$ cat src/rtl/tcp_flow_sentinel_segment_splitter_top_defines.svh
// Assertion macros for the segment splitter
`ifndef TCP_FLOW_SENTINEL_SEGMENT_SPLITTER_TOP_DEFINES_SVH
`define TCP_FLOW_SENTINEL_SEGMENT_SPLITTER_TOP_DEFINES_SVH
`ifndef NO_ASSERTIONS
`define TFS_ASSERT_IMPL(label, clk, rst_n, ante, cons) \
    label: assert property (@(posedge clk) disable iff (!rst_n) (ante) |-> (cons)) \
        else $error("assertion failed");
`define TFS_ASSERT_NEXT(label, clk, rst_n, ante, cons) \
    label: assert property (@(posedge clk) disable iff (!rst_n) (ante) |=> (cons)) \
        else $error("assertion failed");
`else
`define TFS_ASSERT_IMPL(label, clk, rst_n, ante, cons)
`define TFS_ASSERT_NEXT(label, clk, rst_n, ante, cons)
`endif
`endif

$ cat src/rtl/tfs_ram.sv
// ----------------------------------------------------------------------------
// tfs_ram
// Single-port synchronous RAM with registered read.
// ----------------------------------------------------------------------------
`timescale 1ns / 1ps
module tfs_ram #(
    parameter int WIDTH = 8,
    parameter int DEPTH = 16
) (
    input  logic                     i_clk,
    input  logic                     i_we,
    input  logic [$clog2(DEPTH)-1:0] i_addr,
    input  logic [WIDTH-1:0]         i_wdata,
    output logic [WIDTH-1:0]         o_rdata
);
    logic [WIDTH-1:0] r_mem [DEPTH];
    logic [WIDTH-1:0] r_rdata;

    always_ff @(posedge i_clk) begin
        if (i_we) begin
            r_mem[i_addr] <= i_wdata;
        end
        r_rdata <= r_mem[i_addr];
    end
    assign o_rdata = r_rdata;
endmodule

$ cat config.mk
export PLATFORM = sky130hd
export DESIGN_NAME = tfs_ram
export DESIGN_NICKNAME = d
export VERILOG_FILES = /design/src/rtl/tcp_flow_sentinel_segment_splitter_top_defines.svh /design/src/rtl/tfs_ram.sv
export SDC_FILE = /design/constraint.sdc
export NUM_CORES = 1
export LEC_CHECK = 0
export CELL_PAD_IN_SITES_DETAIL_PLACEMENT = 0
export CELL_PAD_IN_SITES_GLOBAL_PLACEMENT = 1
export CORE_MARGIN = 2
export CORE_UTILIZATION = 55
export CTS_BUF_LIST = sky130_fd_sc_hd__clkbuf_8 sky130_fd_sc_hd__clkbuf_16
export DETAILED_ROUTE_END_ITERATION = 8
export DONT_BUFFER_PORTS = 1
export GPL_TIMING_DRIVEN = 0
export PLACE_DENSITY = 0.75
export REMOVE_ABC_BUFFERS = 1
export SLEW_MARGIN = 30
export SYNTH_ARGS = -nofsm -noshare
export SYNTH_HDL_FRONTEND = slang
export SYNTH_SLANG_ARGS = --single-unit
export TNS_END_PERCENT = 30
$ cat constraint.sdc
create_clock -name i_clk -period 3.79 [get_ports i_clk]
set_input_delay 0.758 -clock i_clk [delete_from_list [all_inputs] [get_ports i_clk]]
set_output_delay 0.758 -clock i_clk [all_outputs]
set_load 0.1 [all_outputs]
==> results.md, run 1 <==
* Outcome: finished clean
* Vias in the first global route at 2,260
* Sequential cell area at 0.00400 sq mm
* F_max at 448 MHz
* Rel. slew slack at 35.9%
* Post-Syn Instances at 230
* Post-route ant nets at 0
* Std cell rows at 35
* Fin. Hold Viols at 0
* Fin cells at 363
* R2R depth at 3
* Fin util at 63.5%
* Routed wl met3 at around 600 um
* Global-route wire length before repair at 13,800 um
* Final net count at 253
* Most frequent cells in the layout: 128 x edfxtp_1, 32 x mux4_2, 16 x a22oi_1, 16 x clkbuf_16, 12 x nor2_1
* DP HPWL at 5390 um
* Actual slew at the worst max-slew pin at 0.959 ns
* CP endpoint kind: output port
* Via/cell ratio at 6.17
* Largest net degree at the start of global routing at 40
* Diode count at 0
* Final wirelength at 9240 um
* Resize count post-CTS at 0
* Clock latency on the worst-skew pair at 0.52 ns
* Pwr Density at 612 mW/mm^2
* Vias post-DR at roughly 2.2k
* Initial antenna violation count at 0
* Max Root-Sink Buffers at 2
* Number of buffers added on ports at 0
* Share of cells above drive strength 1 at 28.2%
* Die area at around 0.010 sq mm
* Total gr overflow at 0
* Pleak at 1.84 nW
* Initial Utilization at 55.6%
* RSZ-0062 raised after global routing: no
* GP Congestion at roughly 0.8
* Post-layout min period at 2.23 ns
* Worst Hold Class: in -> reg
* Slew Viols, Final at 0
* Avg WL per Cell at 25.5 um
* Final Cycle Share at 58.9%
* CP required at between 3 and 4 ns
* Peak VDD IR at roughly 410 uV
* Core area at 0.00911 sq mm
* WL met2 at 4730 um
* Die Ht at 100 um
* Remaining DRCs at 0
* Cells after DPL at around 330
* # IOs at 22
* Crit. path cell count at 0
* WS Path Type: reg -> out
* Post-Syn Area at 0.00507 sq mm
* Multi-input gate area at about 0.0010 sq mm
* Clk sinks at 136
* Root Buffer: clkbuf_8
* H-tree depth at 4
* CTS buffer count at 17
* Commonest non-fill, non-tap cell in the layout: edfxtp_1
* CP max FO at 1
* Fillcell total at 602
* GRT Total Usage at roughly a fifth
* Layout Skew at 0.00714 ns
* Avg Cell Area, Syn at 22.0 sq um
* Wire length on met1 at around 3800 um
* Final setup fails at 0
* Drt first pass iters at 4
* Synthesis Warnings at 0
* WP data arrival at ~1.5 ns
* Area Growth Syn to Fin at 14.2%
* Reg-to-reg setup timing slack at roughly 2.4 ns
* Seq/Total Area, Yosys at 79.0%
* CTS tree: done
* Clock transition at path regs at 0.06 ns
* Critical path startpoint category: register
* Fin Setup TNS at 0 ns
* DIE WIDTH at 100 um
* Distinct cells, synth at 18
* Max-cap viol count at 0
* WHS Path Cells at 0
* Starting DRC count in detailed routing at 160
* Number of synthesized register bits at 136
* CTS Hold Bufs at 0
* Max Used Layer: met4
* Post-CTS setup buffers at 0
layout make-up:
class,count,share of cell area [%]
timing repair buffer,1,0.130
clock inverter,15,3.42
sequential,136,69.2
tap,111,2.40
clock buffer,17,7.16
multi-input combinational,83,17.7
cells in the mapped netlist:
cell      count  share of area (%)
nand2b_1      2               0.25
clkbuf_1      2               0.15
nor2_1       13               0.96
dfxtp_1       8                3.2
buf_1         4               0.30
nand2_1       9               0.67
nor2b_1       2               0.25
nor3_1        4               0.40
edfxtp_1    128                 76
buf_2         2               0.20
mux4_2       32                 14
or3b_2        1               0.17
buf_6         2               0.44
nand3_1       1              0.099
clkbuf_2      1              0.099
nand3b_1      2               0.30
and2_1        1               0.12
a22oi_1      16                2.4
power by group:
group / total, mW / switching (mW) / internal (mW) / leakage (nW)
clock network: 1.69 / 0.620 / 1.07 / 0.295
registers: 1.77 / 0.0837 / 1.68 / 1.22
logic: 0.0883 / 0.0392 / 0.0491 / 0.318
final timing paths:
check,from,endpoint
worst max-delay path,o_rdata[4],o_rdata[4]
worst min-delay path,i_wdata[5],r_mem[4][5]
worst max register to register,r_mem[2][0],o_rdata[0]
worst min register to register,r_mem[12][2],o_rdata[2]
kinds of logic after synthesis:
group,Yosys count,synth area share [%]
simple gates,35,3.21
mux,32,14.2
buf+inv,11,1.19
compound gates,16,2.37
flops,136,79.0
flip-flops by register name (all words and copies together) (netlist names):
register / count
o_rdata: 8
r_mem: 128
through the flow:
step	area [sq um]	power, mW	hold slack (ns)	worst slack, ns
finish	5790	3.55	0.328	1.56
global route	5790	3.63	0.310	1.52
CTS	5790	3.56	0.308	1.52
detailed placement	5170	1.89	0.659	1.43
global placement	5150	1.88	0.651	1.04
floorplan	5010	1.86	0.635	1.54
routing by layer:
metal | vias to the layer above | global-route usage (%)
li1 | 984 | -
met1 | 1174 | 27.0
met2 | 72 | 32.2
met3 | 9 | 5.92
met4 | 0 | 7.90
met5 | - | 0
(Power assumes the default switching activity.)
==> run 2: changes to the inputs <==
--- a/config.mk
+++ b/config.mk
@@ -8,12 +8,12 @@
 export CELL_PAD_IN_SITES_DETAIL_PLACEMENT = 0
 export CELL_PAD_IN_SITES_GLOBAL_PLACEMENT = 1
 export CORE_MARGIN = 2
-export CORE_UTILIZATION = 55
+export CORE_UTILIZATION = 50
 export CTS_BUF_LIST = sky130_fd_sc_hd__clkbuf_8 sky130_fd_sc_hd__clkbuf_16
 export DETAILED_ROUTE_END_ITERATION = 8
 export DONT_BUFFER_PORTS = 1
 export GPL_TIMING_DRIVEN = 0
-export PLACE_DENSITY = 0.75
+export PLACE_DENSITY = 0.71
 export REMOVE_ABC_BUFFERS = 1
 export SLEW_MARGIN = 30
 export SYNTH_ARGS = -nofsm -noshare
==> constraint.sdc (replaced) <==
create_clock -name i_clk -period 1.85 [get_ports i_clk]
set_input_delay 0.37 -clock i_clk [delete_from_list [all_inputs] [get_ports i_clk]]
set_output_delay 0.37 -clock i_clk [all_outputs]
set_load 0.1 [all_outputs]
==> run 2 against run 1 <==
Against the previous run:
- global-route usage is 2.0 points lower
- hold slack worse by 0.24 ns
- sequential cell count stayed put
- clock-buffer cell count is 1 higher
- worst setup slack worse by 1.5 ns
- critical path depth stayed put
- via count hardly changed
- combinational power grew to 2.6 times the previous value
- clock power is 85% higher
- critical endpoint unchanged
- highest routed layer unchanged
==> results.md, run 2 (synthesis gave the netlist of run 1 again) <==
* CTS tree: done (unchanged)
* Fin Setup TNS at 0 ns (unchanged)
* CP required at 1.48 ns (was 3.03 ns)
* Clock latency on the worst-skew pair at 0.51 ns (was 0.52 ns)
* Final wirelength at 9220 um (was 9240 um)
* Placed cell area at 0.00520 sq mm (was 0.00517 sq mm)
* Post-layout min period at ~1.8 ns
* Fillcell total at 734 (was 602)
* WS Path Type: reg -> out (unchanged)
* Initial Utilization at 51.6% (was 55.6%)
* Setup slack after layout at 0.0394 ns (was 1.56 ns)
* Final Cycle Share at between 90% and 100%
* Cells after DPL at 353 (was 331)
* Initial antenna violation count at 0 (unchanged)
* Clock transition at path regs at 0.06 ns (about the same)
* Drt first pass iters at 5 (was 4)
* Commonest non-fill, non-tap cell in the layout: edfxtp_1 (unchanged)
* Max Root-Sink Buffers at 2 (unchanged)
* Layout Skew at 0.00763 ns (was 0.00714 ns)
* Final net count at 261 (was 253)
* F_max at 552 MHz
* DP HPWL at 5500 um (was 5390 um)
* Die Ht at 105 um (was 100 um)
* Starting DRC count in detailed routing at 195 (was 160)
* GP Congestion at 0.716 (was 0.778)
* CP endpoint kind: output port (unchanged)
* Vias post-DR at 2,238 (was 2,239)
* Post-route ant nets at 0 (unchanged)
* Number of flip-flops under the largest register name at 128 (unchanged)
* Most frequent cells in the layout: 128 x edfxtp_1, 32 x mux4_2, 16 x a22oi_1, 16 x clkbuf_16, 12 x nor2_1 (unchanged)
* Std cell rows at 36 (was 35)
* Remaining DRCs at 0 (unchanged)
* RSZ-0062 raised after global routing: no (unchanged)
* Tot Pwr at 6.98 mW (was 3.55 mW)
* Global-route wire length before repair at 14,100 um (was 13,800 um)
* Diode count at 0 (unchanged)
* Vias in the first global route at 2,373 (was 2,260)
* Share of cells above drive strength 1 at 27.7% (was 28.2%)
* WP data arrival at 1.44 ns (was 1.47 ns)
* CP max FO at 1 (unchanged)
* Avg WL per Cell at 23.5 um (was 25.5 um)
* Fin util at 59.6% (was 63.5%)
* Peak VDD IR at 660 uV (was 407 uV)
* Fin cells at 393 (was 363)
* Pleak at 1.85 nW (was 1.84 nW)
* Min Hold Slack at 0.0886 ns (was 0.328 ns)
* Pre-CTS WS at -0.163 ns (was 1.43 ns)
* Fin. Hold Viols at 0 (unchanged)
* Number of buffers added on ports at 0 (unchanged)
* Final setup fails at 0 (unchanged)
* Largest Register: r_mem (unchanged)
* H-tree depth at 4 (unchanged)
* Root Buffer: clkbuf_8 (unchanged)
* Critical path startpoint category: register (unchanged)
* GRT Total Usage at 18.2% (was 20.3%)
* CTS buffer count at 17 (unchanged)
* Actual slew at the worst max-slew pin at 0.934 ns (was 0.959 ns)
* Max-cap viol count at 0 (unchanged)
* Pwr Density at 1190 mW/mm^2 (was 612 mW/mm^2)
* Multi-input gate area at 0.00103 sq mm (unchanged)
* Fin area at 0.00585 sq mm (was 0.00579 sq mm)
* Outcome: finished clean (unchanged)
* Via/cell ratio at 5.69 (was 6.17)
* Largest net degree at the start of global routing at 40 (unchanged)
* Core area at 0.00982 sq mm (was 0.00911 sq mm)
* Clk sinks at 136 (unchanged)
* DIE WIDTH at 105 um (was 100 um)
* Total gr overflow at 0 (unchanged)
* Rel. slew slack at 37.5% (was 35.9%)
* Worst Hold Class: in -> reg (unchanged)
* # IOs at 22 (unchanged)
* Die area at 0.0110 sq mm (was 0.0100 sq mm)
* Sequential cell area at 0.00401 sq mm (was 0.00400 sq mm)
* Slew Viols, Final at 0 (unchanged)
* Area Growth Syn to Fin at 15.5% (was 14.2%)
## run 2: layout make-up
class / instances / area share [%]
Tap cell: 133 / 2.84
Clock inverter: 14 / 2.33
Timing Repair Buffer: 9 / 1.50
Multi-Input combinational cell: 83 / 17.5
Clock buffer: 18 / 7.31
Sequential cell: 136 / 68.5
## run 2: where the power goes
group          internal (mW)  switching (mW)  total (mW)
registers               3.45           0.171        3.62
logic                  0.112           0.118       0.230
clock network           1.93            1.20        3.13
total                   5.49            1.49        6.98
## run 2: what timing repair did
action / 4_1_cts / 5_1_grt
hold endpoints to repair: 128 / 0
setup endpoints to repair: 2 / 1
buffers inserted: 0 / 0
gates resized for setup: 2 / 1
hold buffers: 8 / 0
## run 2: path summary, 6_finish.rpt
path,startpoint,to,slack [ns],cells past startpoint
min,i_addr[1],r_mem[8][5],0.09,1
max reg2reg,r_mem[2][3],o_rdata[3],0.44,3
min reg2reg,r_mem[14][1],o_rdata[1],0.68,3
max,o_rdata[4],o_rdata[4],0.04,0
## run 2: per-layer routing
layer  share of wire (%)  global-route usage (%)
met1                  44                    25.7
met5                   0                       0
met4                0.82                    7.14
met2                  49                    27.0
met3                 6.6                    5.68
==> run 3: changes to the inputs <==
--- a/config.mk
+++ b/config.mk
@@ -7,13 +7,12 @@
 export LEC_CHECK = 0
 export CELL_PAD_IN_SITES_DETAIL_PLACEMENT = 0
 export CELL_PAD_IN_SITES_GLOBAL_PLACEMENT = 1
-export CORE_MARGIN = 2
-export CORE_UTILIZATION = 50
+export CORE_UTILIZATION = 55
 export CTS_BUF_LIST = sky130_fd_sc_hd__clkbuf_8 sky130_fd_sc_hd__clkbuf_16
 export DETAILED_ROUTE_END_ITERATION = 8
 export DONT_BUFFER_PORTS = 1
-export GPL_TIMING_DRIVEN = 0
-export PLACE_DENSITY = 0.71
+export GPL_TIMING_DRIVEN = 1
+export PLACE_DENSITY = 0.75
 export REMOVE_ABC_BUFFERS = 1
 export SLEW_MARGIN = 30
 export SYNTH_ARGS = -nofsm -noshare
==> constraint.sdc (replaced) <==
create_clock -name i_clk -period 2.3 [get_ports i_clk]
set_input_delay 0.46 -clock i_clk [delete_from_list [all_inputs] [get_ports i_clk]]
set_output_delay 0.46 -clock i_clk [all_outputs]
set_load 0.1 [all_outputs]
==> run 3 against run 2 <==
Against the previous run:
- sequential share of layout area shrank 0.21 points
- non-clock buffer count increased by 10
- clock-buffer cell count increased by 1
- cell area rose by 0.21%
- combinational power increased by 30%
- core utilization grew 7.0 points
- clock skew up 0.00057 ns
- total power down 19%
- critical path depth up 1
- final cell count shrank 3.8%
- die area decreased by 12%
==> results.md, run 3 (synthesis gave the netlist of run 1 again) <==
* Crit path max-delay cell type: dfxtp_1
* Layout Skew at 0.00820 ns (was 0.00763 ns)
* Final Cycle Share at between 60% and 70%
* Fin cells at 378 (was 393)
* Cells after DPL at 346 (was 353)
* Std cell rows at 34 (was 36)
* Die Ht at 98.0 um (was 105 um)
* GRT Total Usage at 21.9% (was 18.2%)
* Share of cells above drive strength 1 at 29.3% (was 27.7%)
* Pleak at 1.93 nW (was 1.85 nW)
* Cell Chain, Critical Path: buf_4
* Critical path startpoint category: register (unchanged)
* Peak VDD IR at 470 uV (was 660 uV)
* Fin Setup TNS at 0 ns (unchanged)
* Largest net degree at the start of global routing at 40 (unchanged)
* Clk sinks at 136 (unchanged)
* Top Family by Delay on Critical Path: flip-flops
* CTS Hold Bufs at 0 (was 8)
* Most frequent cells in the layout: 128 x edfxtp_1, 32 x mux4_2, 19 x buf_4, 16 x a22oi_1, 16 x clkbuf_16 (was 128 x edfxtp_1, 32 x mux4_2, 16 x a22oi_1, 16 x clkbuf_16, 12 x nor2_1)
* Outcome: finished clean (unchanged)
* CTS buffer count at 17 (unchanged)
* Largest stage delay, worst path at around 0.31 ns
* Area Growth Syn to Fin at 15.7% (was 15.5%)
* Slew Viols, Final at 0 (unchanged)
* Starting DRC count in detailed routing at 200 (was 195)
* DP HPWL at 5980 um (was 5500 um)
* Vias post-DR at 2,355 (was 2,238)
* Vias in the first global route at 2,458 (was 2,373)
* Resize count post-CTS at 0 (was 2)
* Avg WL per Cell at 24.9 um (was 23.5 um)
* Number of buffers added on ports at 0 (unchanged)
* Placed cell area at 0.00529 sq mm (was 0.00520 sq mm)
* Drt first pass iters at 4 (was 5)
* Fin. Hold Viols at 0 (unchanged)
* Setup slack after layout at 0.733 ns (was 0.0394 ns)
* Actual slew at the worst max-slew pin at 0.849 ns (was 0.934 ns)
* Worst Hold Class: in -> reg (unchanged)
* Number of flip-flops under the largest register name at 128 (unchanged)
* Post-CTS setup buffers at 0 (unchanged)
* Core area at 0.00881 sq mm (was 0.00982 sq mm)
* WP data arrival at 1.11 ns (was 1.44 ns)
* Commonest non-fill, non-tap cell in the layout: edfxtp_1 (unchanged)
* Max Root-Sink Buffers at 2 (unchanged)
* Initial Utilization at 57.5% (was 51.6%)
* RSZ-0062 raised after global routing: no (unchanged)
* Post-layout min period at 1.57 ns
* WP buf/inv at 1
* Final setup fails at 0 (unchanged)
* Largest Register: r_mem (unchanged)
* Fin area at 0.00586 sq mm (was 0.00585 sq mm)
* Pwr Density at 969 mW/mm^2 (was 1190 mW/mm^2)
* Via/cell ratio at 6.23 (was 5.69)
* Final net count at 271 (was 261)
* Diode count at 0 (unchanged)
* # IOs at 22 (unchanged)
* CP endpoint kind: output port (unchanged)
* Global-route wire length before repair at 14,500 um (was 14,100 um)
* H-tree depth at 4 (unchanged)
* Root Buffer: clkbuf_8 (unchanged)
* Pre-CTS WS at 0.533 ns (was -0.163 ns)
* GP Congestion at 0.857 (was 0.716)
* Post-route ant nets at 0 (unchanged)
* Rel. slew slack at 43.2% (was 37.5%)
* Die area at 0.00960 sq mm (was 0.0110 sq mm)
* Remaining DRCs at 0 (unchanged)
* WS Path Type: reg -> out (unchanged)
* CTS tree: done (unchanged)
* DIE WIDTH at 98.0 um (was 105 um)
* Max-cap viol count at 0 (unchanged)
* CP required at 1.84 ns (was 1.48 ns)
* Clock transition at path regs at 0.06 ns (about the same)
* Clock latency on the worst-skew pair at 0.51 ns (about the same)
* F_max at roughly 640 MHz
* Total gr overflow at 0 (unchanged)
* Initial antenna violation count at 0 (unchanged)
* Final wirelength at 9410 um (was 9220 um)
* CP max FO at 1 (unchanged)
==> run 3: cell count changes in the layout (fill, tap and decap cells not counted), sizes merged <==
cell,previous run,this run
bufinv,2,3
clkbuf,18,19
buf,1,19
inv,2,4
clkinv,7,6
clkinvlp,3,0
dlygate4sd3,8,0
==> run 3: metal layers <==
layer | global-route usage (%) | wire [um] | up-vias
li1 | - | - | 1016
met3 | 7.44 | 663 | 13
met1 | 28.9 | 3830 | 1228
met4 | 9.21 | 122 | 0
met5 | 0 | 0 | -
met2 | 34.0 | 4800 | 98
==> run 3: power by group <==
group          internal (mW)  leakage, nW  switching [mW]
Combinational          0.106        0.407           0.194
Clock                   1.68        0.304           0.914
Sequential              2.77         1.22          0.0157
==> run 3: area by class of cell <==
cell class              instances  area, sq um
fillers                       534         2940
well taps                     108          135
multi-input cells              83         1000
clock buffers                  19          442
clock inverters                13          138
repair buffers                 19          143
flip-flops and latches        136         4000
==> run 3: worst paths after layout <==
check,from,endpoint,depth (start not counted),slack (ns)
setup / recovery,o_rdata[0],o_rdata[0],1,0.73
hold reg to reg,r_mem[14][6],o_rdata[6],3,0.68
hold / removal,i_wdata[5],r_mem[6][5],0,0.04
setup reg to reg,r_mem[10][1],o_rdata[1],3,0.91
==> run 3: stage by stage <==
step	util, %	hold slack [ns]	total power [mW]
after floorplan	-	0.559	3.07
after global placement	60.0	0.560	3.13
after detailed placement	60.0	0.560	3.14
after CTS	66.6	0.0216	5.72
after global routing	66.6	0.0101	5.84
final	66.6	0.0406	5.68
